File: config.mk
export PLATFORM = sky130hd
export DESIGN_NAME = descending_in_order_release
export DESIGN_NICKNAME = d
export VERILOG_FILES = /design/src/sv/dior_pkg.sv /design/src/sv/dior_front.sv /design/src/sv/dior_queue.sv /design/src/sv/dior_back.sv /design/src/sv/descending_in_order_release.sv
export VERILOG_INCLUDE_DIRS = /design/src /design/src/sv
export SDC_FILE = /design/constraint.sdc
export NUM_CORES = 1
export LEC_CHECK = 0
export ABC_AREA = 1
export BUFFER_PORTS_ARGS = -buffer_cell sky130_fd_sc_hd__buf_2
export CAP_MARGIN = 30
export CORE_MARGIN = 2
export CORE_UTILIZATION = 55
export CTS_CLUSTER_SIZE = 40
export DETAILED_ROUTE_END_ITERATION = 16
export PLACE_DENSITY = 0.71
export SLEW_MARGIN = 40
export SYNTH_ARGS = -nofsm -noshare
export SYNTH_HDL_FRONTEND = slang
export SYNTH_SLANG_ARGS = --single-unit
File: constraint.sdc
create_clock -name clk -period 4.72 [get_ports clk]
set_clock_uncertainty 0.05 [all_clocks]
set_input_delay 1.18 -clock clk [delete_from_list [all_inputs] [get_ports clk]]
set_output_delay 1.18 -clock clk [all_outputs]
set_load 0.02 [all_outputs]
File: src/sv/assert_macros.svh
// Assertion macros shared by the in-order release block.
`ifndef ASSERT_MACROS_SVH
`define ASSERT_MACROS_SVH

// Property must hold at every rising edge outside reset.
`define DIOR_ASSERT(lbl, clk, rst_n, prop, msg) \
	lbl: assert property (@(posedge clk) disable iff (!(rst_n)) (prop)) else $error(msg);

// Condition must never be seen at a rising edge outside reset.
`define DIOR_ASSERT_NEVER(lbl, clk, rst_n, cond, msg) \
	lbl: assert property (@(posedge clk) disable iff (!(rst_n)) !(cond)) else $error(msg);

`endif

File: src/sv/dior_pkg.sv
// Shared types, constants and helpers for the in-order release block.
`default_nettype none

package dior_pkg;

	localparam int VAL_W          = 7;
	localparam int MAX_VALUES_DEF = 64;
	localparam int QUEUE_DEPTH    = 2;
	localparam int RESET_COUNT    = 64;

	// Classified arrival passed from front to back.
	typedef struct packed {
		logic [VAL_W-1:0] value;
		logic             rejected;
	} item_t;

	// Register write seen by both halves, count already clamped.
	typedef struct packed {
		logic             wr;
		logic [VAL_W-1:0] count;
	} cfg_t;

	function automatic logic [VAL_W-1:0] clamp_count(
		input logic [VAL_W-1:0] v,
		input logic [VAL_W-1:0] max_v
	);
		logic [VAL_W-1:0] r;
		if (v == '0) begin
			r = VAL_W'(1);
		end else if (v > max_v) begin
			r = max_v;
		end else begin
			r = v;
		end
		return r;
	endfunction

endpackage

`default_nettype wire

File: src/sv/dior_front.sv
// Front end: holds the count register and seen map, classifies arrivals.
`default_nettype none

module dior_front #(
	parameter int MAX_VALUES = dior_pkg::MAX_VALUES_DEF
) (
	input  wire logic                       clk,
	input  wire logic                       arst_n,
	input  wire logic                       start,
	input  wire logic [dior_pkg::VAL_W-1:0] arrival_value,
	input  wire logic                       cfg_wr_en,
	input  wire logic [dior_pkg::VAL_W-1:0] cfg_wr_data,
	input  wire logic                       queue_full,
	output dior_pkg::cfg_t                  cfg,
	output logic                            push,
	output dior_pkg::item_t                 push_item
);

	localparam int IDX_W = $clog2(MAX_VALUES);
	localparam logic [dior_pkg::VAL_W-1:0] MAX_V = dior_pkg::VAL_W'(MAX_VALUES);
	localparam logic [dior_pkg::VAL_W-1:0] RESET_V = dior_pkg::clamp_count(
		dior_pkg::VAL_W'(dior_pkg::RESET_COUNT), MAX_V);

	logic [dior_pkg::VAL_W-1:0] disk_count_q;
	logic [MAX_VALUES-1:0]      seen_q;
	logic [dior_pkg::VAL_W-1:0] vm1;
	logic [IDX_W-1:0]           idx;
	logic                       in_range;
	logic                       dup;

	assign vm1      = arrival_value - dior_pkg::VAL_W'(1);
	assign idx      = vm1[IDX_W-1:0];
	assign in_range = (arrival_value != '0) && (arrival_value <= disk_count_q);
	assign dup      = seen_q[idx];

	assign cfg.wr    = cfg_wr_en;
	assign cfg.count = dior_pkg::clamp_count(cfg_wr_data, MAX_V);

	assign push               = start && !queue_full;
	assign push_item.value    = arrival_value;
	assign push_item.rejected = !in_range || dup;

	always_ff @(posedge clk or negedge arst_n) begin
		if (!arst_n) begin
			disk_count_q <= RESET_V;
			seen_q       <= '0;
		end else if (cfg_wr_en) begin
			// restart: new count, forget every arrival
			disk_count_q <= cfg.count;
			seen_q       <= '0;
		end else if (push && !push_item.rejected) begin
			seen_q[idx] <= 1'b1;
		end
	end

	`include "assert_macros.svh"

	`DIOR_ASSERT(a_front_reject_out_of_range, clk, arst_n,
		(push && ((arrival_value == '0) || (arrival_value > disk_count_q))) |-> push_item.rejected,
		"out-of-range arrival not rejected")

endmodule

`default_nettype wire

File: src/sv/dior_queue.sv
// Short queue of classified arrivals between front and back.
`default_nettype none

module dior_queue (
	input  wire logic            clk,
	input  wire logic            arst_n,
	input  wire logic            push,
	input  wire dior_pkg::item_t push_item,
	input  wire logic            pop,
	output dior_pkg::item_t      pop_item,
	output logic                 full,
	output logic                 empty
);

	localparam int DEPTH = dior_pkg::QUEUE_DEPTH;
	localparam int PTR_W = $clog2(DEPTH);
	localparam int CNT_W = $clog2(DEPTH + 1);

	dior_pkg::item_t  entries_q [DEPTH];
	logic [PTR_W-1:0] wr_ptr_q;
	logic [PTR_W-1:0] rd_ptr_q;
	logic [CNT_W-1:0] count_q;

	assign full     = (count_q == CNT_W'(DEPTH));
	assign empty    = (count_q == '0);
	assign pop_item = entries_q[rd_ptr_q];

	always_ff @(posedge clk) begin
		if (push) begin
			entries_q[wr_ptr_q] <= push_item;
		end
	end

	always_ff @(posedge clk or negedge arst_n) begin
		if (!arst_n) begin
			wr_ptr_q <= '0;
			rd_ptr_q <= '0;
			count_q  <= '0;
		end else begin
			if (push) begin
				wr_ptr_q <= wr_ptr_q + PTR_W'(1);
			end
			if (pop) begin
				rd_ptr_q <= rd_ptr_q + PTR_W'(1);
			end
			if (push && !pop) begin
				count_q <= count_q + CNT_W'(1);
			end else if (pop && !push) begin
				count_q <= count_q - CNT_W'(1);
			end
		end
	end

	`include "assert_macros.svh"

	`DIOR_ASSERT_NEVER(a_queue_overflow, clk, arst_n, push && full && !pop,
		"push into full queue")
	`DIOR_ASSERT_NEVER(a_queue_underflow, clk, arst_n, pop && empty,
		"pop from empty queue")

endmodule

`default_nettype wire

File: src/sv/dior_back.sv
// Back end: holds the held map and next expected value, releases runs.
`default_nettype none

module dior_back #(
	parameter int MAX_VALUES = dior_pkg::MAX_VALUES_DEF
) (
	input  wire logic                        clk,
	input  wire logic                        arst_n,
	input  wire dior_pkg::cfg_t              cfg,
	input  wire logic                        queue_empty,
	input  wire dior_pkg::item_t             pop_item,
	output logic                             pop,
	output logic                             result_strobe,
	output logic [dior_pkg::VAL_W-1:0]       released_value,
	output logic                             nothing_placed,
	output logic                             last_of_run,
	output logic                             input_rejected
);

	localparam int IDX_W = $clog2(MAX_VALUES);
	localparam logic [dior_pkg::VAL_W-1:0] MAX_V = dior_pkg::VAL_W'(MAX_VALUES);
	localparam logic [dior_pkg::VAL_W-1:0] RESET_V = dior_pkg::clamp_count(
		dior_pkg::VAL_W'(dior_pkg::RESET_COUNT), MAX_V);

	localparam logic ST_IDLE = 1'b0;
	localparam logic ST_RUN  = 1'b1;

	logic                       state_q;
	logic [MAX_VALUES-1:0]      held_q;
	logic [dior_pkg::VAL_W-1:0] next_q;

	logic                       strobe_q;
	logic [dior_pkg::VAL_W-1:0] value_q;
	logic                       none_q;
	logic                       last_q;
	logic                       rej_q;

	logic [dior_pkg::VAL_W-1:0] nm1;
	logic [dior_pkg::VAL_W-1:0] nm2;
	logic [dior_pkg::VAL_W-1:0] vm1;
	logic [IDX_W-1:0]           next_idx;
	logic [IDX_W-1:0]           below_idx;
	logic [IDX_W-1:0]           item_idx;
	logic                       run_ends;
	logic                       hit;

	assign nm1       = next_q - dior_pkg::VAL_W'(1);
	assign nm2       = next_q - dior_pkg::VAL_W'(2);
	assign vm1       = pop_item.value - dior_pkg::VAL_W'(1);
	assign next_idx  = nm1[IDX_W-1:0];
	assign below_idx = nm2[IDX_W-1:0];
	assign item_idx  = vm1[IDX_W-1:0];
	// the run stops once the value below the current one is not held
	assign run_ends  = (next_q == dior_pkg::VAL_W'(1)) || !held_q[below_idx];
	assign hit       = (pop_item.value == next_q);

	assign pop = (state_q == ST_IDLE) && !queue_empty && !cfg.wr;

	always_ff @(posedge clk or negedge arst_n) begin
		if (!arst_n) begin
			state_q  <= ST_IDLE;
			held_q   <= '0;
			next_q   <= RESET_V;
			strobe_q <= 1'b0;
			value_q  <= '0;
			none_q   <= 1'b0;
			last_q   <= 1'b0;
			rej_q    <= 1'b0;
		end else if (cfg.wr) begin
			state_q  <= ST_IDLE;
			held_q   <= '0;
			next_q   <= cfg.count;
			strobe_q <= 1'b0;
		end else begin
			case (state_q)
				ST_IDLE: begin
					if (pop) begin
						strobe_q <= 1'b1;
						if (pop_item.rejected) begin
							value_q <= '0;
							none_q  <= 1'b1;
							last_q  <= 1'b1;
							rej_q   <= 1'b1;
						end else if (hit) begin
							// arrival is the expected value: release it straight away
							value_q <= next_q;
							none_q  <= 1'b0;
							last_q  <= run_ends;
							rej_q   <= 1'b0;
							next_q  <= nm1;
							if (!run_ends) begin
								state_q <= ST_RUN;
							end
						end else begin
							held_q[item_idx] <= 1'b1;
							value_q <= '0;
							none_q  <= 1'b1;
							last_q  <= 1'b1;
							rej_q   <= 1'b0;
						end
					end else begin
						strobe_q <= 1'b0;
					end
				end
				ST_RUN: begin
					strobe_q         <= 1'b1;
					value_q          <= next_q;
					none_q           <= 1'b0;
					last_q           <= run_ends;
					rej_q            <= 1'b0;
					held_q[next_idx] <= 1'b0;
					next_q           <= nm1;
					if (run_ends) begin
						state_q <= ST_IDLE;
					end
				end
				default: begin
					strobe_q <= 1'b0;
					state_q  <= ST_IDLE;
				end
			endcase
		end
	end

	assign result_strobe  = strobe_q;
	assign released_value = value_q;
	assign nothing_placed = none_q;
	assign last_of_run    = last_q;
	assign input_rejected = rej_q;

	`include "assert_macros.svh"

	`DIOR_ASSERT(a_back_none_is_last, clk, arst_n,
		(result_strobe && nothing_placed) |-> (last_of_run && (released_value == '0)),
		"nothing-placed result must close the run with value zero")
	`DIOR_ASSERT(a_back_run_has_value, clk, arst_n,
		(state_q == ST_RUN) |-> ((next_q != '0) && held_q[next_idx]),
		"run continues without a held value")

endmodule

`default_nettype wire

File: src/sv/descending_in_order_release.sv
// Top level of the descending in-order release block.
//
//  channel   ports                                         handshake
//  --------  --------------------------------------------  --------------------------
//  arrival   start, busy, arrival_value                    taken when start && !busy
//  result    result_strobe, released_value, nothing_placed, one cycle per strobe
//            last_of_run, input_rejected
//  config    cfg_wr_en, cfg_wr_data (disk_count)           taken when cfg_wr_en
//
// The front classifies an arrival in the cycle it is taken and queues it; busy is high
// while the two-entry queue is full.
// The back forms one result per cycle while it has work; an arrival releasing k values gives k
// results (at least one). Each result appears on the ports in the cycle after it is formed.
// Reset clears both maps and sets disk_count and next expected value to min(64, MAX_VALUES);
// there is no clearing pass.
// Results cannot be held off by the receiver, so the back never stalls on the output.
`default_nettype none

module descending_in_order_release #(
	parameter int MAX_VALUES = dior_pkg::MAX_VALUES_DEF
) (
	input  wire logic                       clk,
	input  wire logic                       arst_n,
	input  wire logic                       start,
	output logic                            busy,
	input  wire logic [dior_pkg::VAL_W-1:0] arrival_value,
	input  wire logic                       cfg_wr_en,
	input  wire logic [dior_pkg::VAL_W-1:0] cfg_wr_data,
	output logic                            result_strobe,
	output logic [dior_pkg::VAL_W-1:0]      released_value,
	output logic                            nothing_placed,
	output logic                            last_of_run,
	output logic                            input_rejected
);

	dior_pkg::cfg_t  cfg;
	dior_pkg::item_t push_item;
	dior_pkg::item_t pop_item;
	logic            push;
	logic            pop;
	logic            queue_full;
	logic            queue_empty;

	assign busy = queue_full;

	dior_front #(
		.MAX_VALUES(MAX_VALUES)
	) u_front (
		.clk          (clk),
		.arst_n       (arst_n),
		.start        (start),
		.arrival_value(arrival_value),
		.cfg_wr_en    (cfg_wr_en),
		.cfg_wr_data  (cfg_wr_data),
		.queue_full   (queue_full),
		.cfg          (cfg),
		.push         (push),
		.push_item    (push_item)
	);

	dior_queue u_queue (
		.clk      (clk),
		.arst_n   (arst_n),
		.push     (push),
		.push_item(push_item),
		.pop      (pop),
		.pop_item (pop_item),
		.full     (queue_full),
		.empty    (queue_empty)
	);

	dior_back #(
		.MAX_VALUES(MAX_VALUES)
	) u_back (
		.clk           (clk),
		.arst_n        (arst_n),
		.cfg           (cfg),
		.queue_empty   (queue_empty),
		.pop_item      (pop_item),
		.pop           (pop),
		.result_strobe (result_strobe),
		.released_value(released_value),
		.nothing_placed(nothing_placed),
		.last_of_run   (last_of_run),
		.input_rejected(input_rejected)
	);

endmodule

`default_nettype wire
==> impl_metrics.json <==
{
  "hold_viol_final": 0,
  "grt_pass1_vias": 9174,
  "root_buffer": "clkbuf_16",
  "yosysUniqueCellTypes": 43,
  "synth_edf_count": 16,
  "tns_ns": 0,
  "cts_inserted_buffers": 17,
  "power.density_mw_per_mm2": 458,
  "r2r_end": "u_back.held_q[24]$_DFFE_PN0P_",
  "syn_inst": 1386,
  "antenna_cells": 0,
  "syn_nets": 1419,
  "firstDrtPassIters": 6,
  "gp_congestion": 0.878,
  "routed_via_density": 5.96,
  "start_kind": "primary input",
  "die_x_um": 142,
  "clk_path_buf_depth": 2,
  "leakage_uw": 0.00513,
  "cp_cell_sequence": "buf_2 > inv_1 > ha_1 > inv_1 > nand3_1 > nor2_1 > nor2_1 > nand3_1 > nand3_1 > nand2_1 > nor2_1 > nand3_4 > nand3_1 > nand2_1",
  "drv_cap": 0,
  "dieArea_mm2": 0.0201,
  "peakVddDrop_uv": 304,
  "areaGrowthSynthToFinish_pct": 7.99,
  "critical-path-top-delay-family": "simple AND/OR/NAND/NOR gates",
  "cts_num_sinks": 174,
  "synth_top_area_cell": "dfrtp_1",
  "synth_seq_cells": 174,
  "num_vias": 9663,
  "drive_above_1_share": 0.0865,
  "hold-path-cell-count": 2,
  "hpwlAfterDp_mm": 17.8,
  "drc": 0,
  "grt_use_total": 0.295,
  "syn-cell-area_mm2": 0.0104,
  "crit_fanout": 64,
  "startpoint": "arrival_value[1]",
  "cts_tree": "yes",
  "ys.flop_type": "dfrtp_1",
  "path_class": "primary input to flop",
  "worstMarginPinSlew_ns": 0.953,
  "period_share": 0.772,
  "synth_top_cell_area_share": 0.374,
  "pin_count": 30,
  "start_util": 0.559,
  "synthTopCellsByArea": "dfrtp_1 (37%), nand3_1 (9.4%), nand2_1 (9.0%), o21ai_0 (7.7%), inv_1 (5.4%)",
  "wire_per_inst_um": 17.7,
  "min_to": "u_back.released_value[2]$_DFFE_PN0P_",
  "die_h_um": 142,
  "synth_seq_area_share": 0.425,
  "worstHoldPathType": "flop to flop",
  "antenna_found_initial": 0,
  "min_period_ns": 3.64,
  "cts_max_level": 4,
  "setup_viol": 0,
  "cp-end-kind": "flop",
  "r2r_start": "u_back.next_q[1]$_DFFE_PN0P_",
  "fp.coreArea_mm2": 0.0186,
  "clk_pin_slew_ns": 0.07,
  "relSlewSlack": 0.362,
  "rsz0062_at_grt": "no",
  "place_inst": 1589,
  "ys.warnings.count": 0,
  "grt_max_degree": 127,
  "fin_cells": 1621,
  "cts_hold_buf": 0,
  "finish.utilization": 0.604,
  "io_buffers": 29,
  "cp.required_ns": 4.99,
  "rr_worst_depth": 9,
  "drt_iter0_markers": 872,
  "path_common_cell": "nand3_1",
  "nets": 1407,
  "max_freq_mhz": 274,
  "ctsResizeCount": 0,
  "grt_pass1_wl_mm": 47.3,
  "synthArstFlopShare": 0.908,
  "avgSynthCellArea_um2": 7.53,
  "fin_area_mm2": 0.0113,
  "n_fill_cell": 1706,
  "placed_area_mm2": 0.0106,
  "slew_violations": 0,
  "antenna_left": 0,
  "post_cts_buffers": 0,
  "r2r_setup_slack_ns": 1.45,
  "cpPeakStageDelay_ns": 0.63,
  "grt_overflow": 0,
  "routed_wl_mm": 28.6,
  "crit_buf_inv": 3,
  "worstPathArrival_ns": 3.91,
  "status": "completed",
  "critPathSlowestCell": "nand3_4",
  "std_cell_rows": 50,
  "clk_latency_ns": 0.45,
  "hold_start": "u_back.released_value[2]$_DFFE_PN0P_"
}
==> power breakdown <==
group / switching (uW) / internal, uW
Clock: 616 / 848
Sequential: 116 / 1660
Combinational: 1450 / 474
Total: 2180 / 2980
==> synth_stat cells (2+ instances only) <==
cell type,count
dfstp_2,2
nor2_2,2
nand3b_1,2
inv_1,151
buf_4,5
xor2_1,14
clkbuf_1,35
o22ai_1,6
nand2_2,10
o21a_1,2
inv_2,4
dfrtp_1,156
nor2_4,8
nand4_1,69
nor3_1,3
buf_6,7
nand3_1,196
edfxtp_1,16
ha_1,15
o21ai_2,2
nor2_1,75
o21bai_1,37
buf_2,19
nor4_1,2
xor2_2,2
clkinv_1,2
o21ai_0,160
buf_1,8
a21oi_1,110
or2_2,3
xnor2_1,2
nand2_1,250
==> routing by layer <==
metal / part of all wire / vias up / track usage
met3: 0.057 / 90 / 0.0479
met5: 0 / - / 0
met4: 0.036 / 0 / 0.134
met2: 0.48 / 360 / 0.470
li1: - / 4654 / -
met1: 0.43 / 4559 / 0.398
==> how the worst max path moves through the flow <==
stage | end | slack (ns) | cells past startpoint
5_1_grt | u_front.seen_q[2]$_DFFE_PN0P_ | 0.81 | 14
6_report | u_front.seen_q[9]$_DFFE_PN0P_ | 1.08 | 14
3_3_place_gp | u_front.seen_q[38]$_DFFE_PN0P_ | 0.74 | 14
4_1_cts | u_front.seen_q[9]$_DFFE_PN0P_ | 1.11 | 14
2_1_floorplan | u_queue.entries_q[0][0]$_DFFE_PP_ | 1.37 | 16
3_5_place_dp | u_front.seen_q[63]$_DFFE_PN0P_ | 0.69 | 14
==> registers in the layout, indices dropped and copies added, names as in the netlist, 2 cells and up <==
name                   count
u_back.held_q             64
u_front.seen_q            64
u_queue.entries_q         16
u_back.next_q              7
u_back.released_value      7
u_front.disk_count_q       7
u_queue.count_q            2
==> worst reg2reg max path: stages, from the launching register on <==
cell and delay (ns):
dfrtp_2 0.70, clkinv_1 0.50, ha_1 0.39, inv_1 0.06, nor2_1 0.06, nand3_1 0.10, xor2_1 0.51, nand3_1 0.43
o21ai_0 0.30, a21oi_1 0.07
==> cells by family (layout without fill, tap and decap cells) <==
| group | after synthesis | after routing | synth area share |
|---|---|---|---|
| and+or+nand+nor | 625 | 625 | 0.279 |
| AOI/OAI and AO/OA | 321 | 321 | 0.166 |
| buffers and inverters | 232 | 233 | 0.0929 |
| DFF | 174 | 174 | 0.425 |
| xor gates and xnor gates | 19 | 19 | 0.0181 |
| adders and majority gates | 15 | 15 | 0.0180 |
==> cell type report <==
cell class	instances	area, um2	area share
Inverter	158	598	0.0531
Timing Repair Buffer	43	285	0.0253
Clock inverter	13	161	0.0143
Multi-Input combinational cell	980	5040	0.448
Clock buffer	19	443	0.0393
Sequential cell	174	4440	0.394
Tap cell	234	293	0.0260
==> per-stage QoR <==
step / hold slack, ns / setup slack [ns] / total power [uW]
2_1_floorplan: 0.403 / 1.37 / 3130
3_3_place_gp: 0.408 / 0.736 / 3650
3_5_place_dp: 0.410 / 0.686 / 3680
4_1_cts: 0.428 / 1.11 / 5140
5_1_grt: 0.449 / 0.815 / 5440
6_report: 0.423 / 1.08 / 5160
==> placed cells by master, fill, tap and decap left out, drive strengths merged <==
| cell | netlist | layout |
|---|---|---|
| nand2 | 261 | 261 |
| nand3 | 198 | 198 |
| o21ai | 164 | 164 |
| inv | 156 | 158 |
| dfrtp | 156 | 156 |
| a21oi | 110 | 110 |
| nor2 | 85 | 85 |
| nand4 | 69 | 69 |
| buf | 39 | 43 |
| o21bai | 37 | 37 |
| clkbuf | 35 | 19 |
| edfxtp | 16 | 16 |
| xor2 | 16 | 16 |
| ha | 15 | 15 |
| clkinv | 2 | 9 |
| o22ai | 6 | 6 |
| or2 | 4 | 4 |
| nor3 | 3 | 3 |
| bufinv | 0 | 3 |
| xnor2 | 3 | 3 |
| o21a | 2 | 2 |
| nand3b | 2 | 2 |
| nor4 | 2 | 2 |
| dfstp | 2 | 2 |
| a21o | 1 | 1 |
| o211ai | 1 | 1 |
| and2 | 1 | 1 |
| clkinvlp | 0 | 1 |
Power figures use the tool's default switching activity.
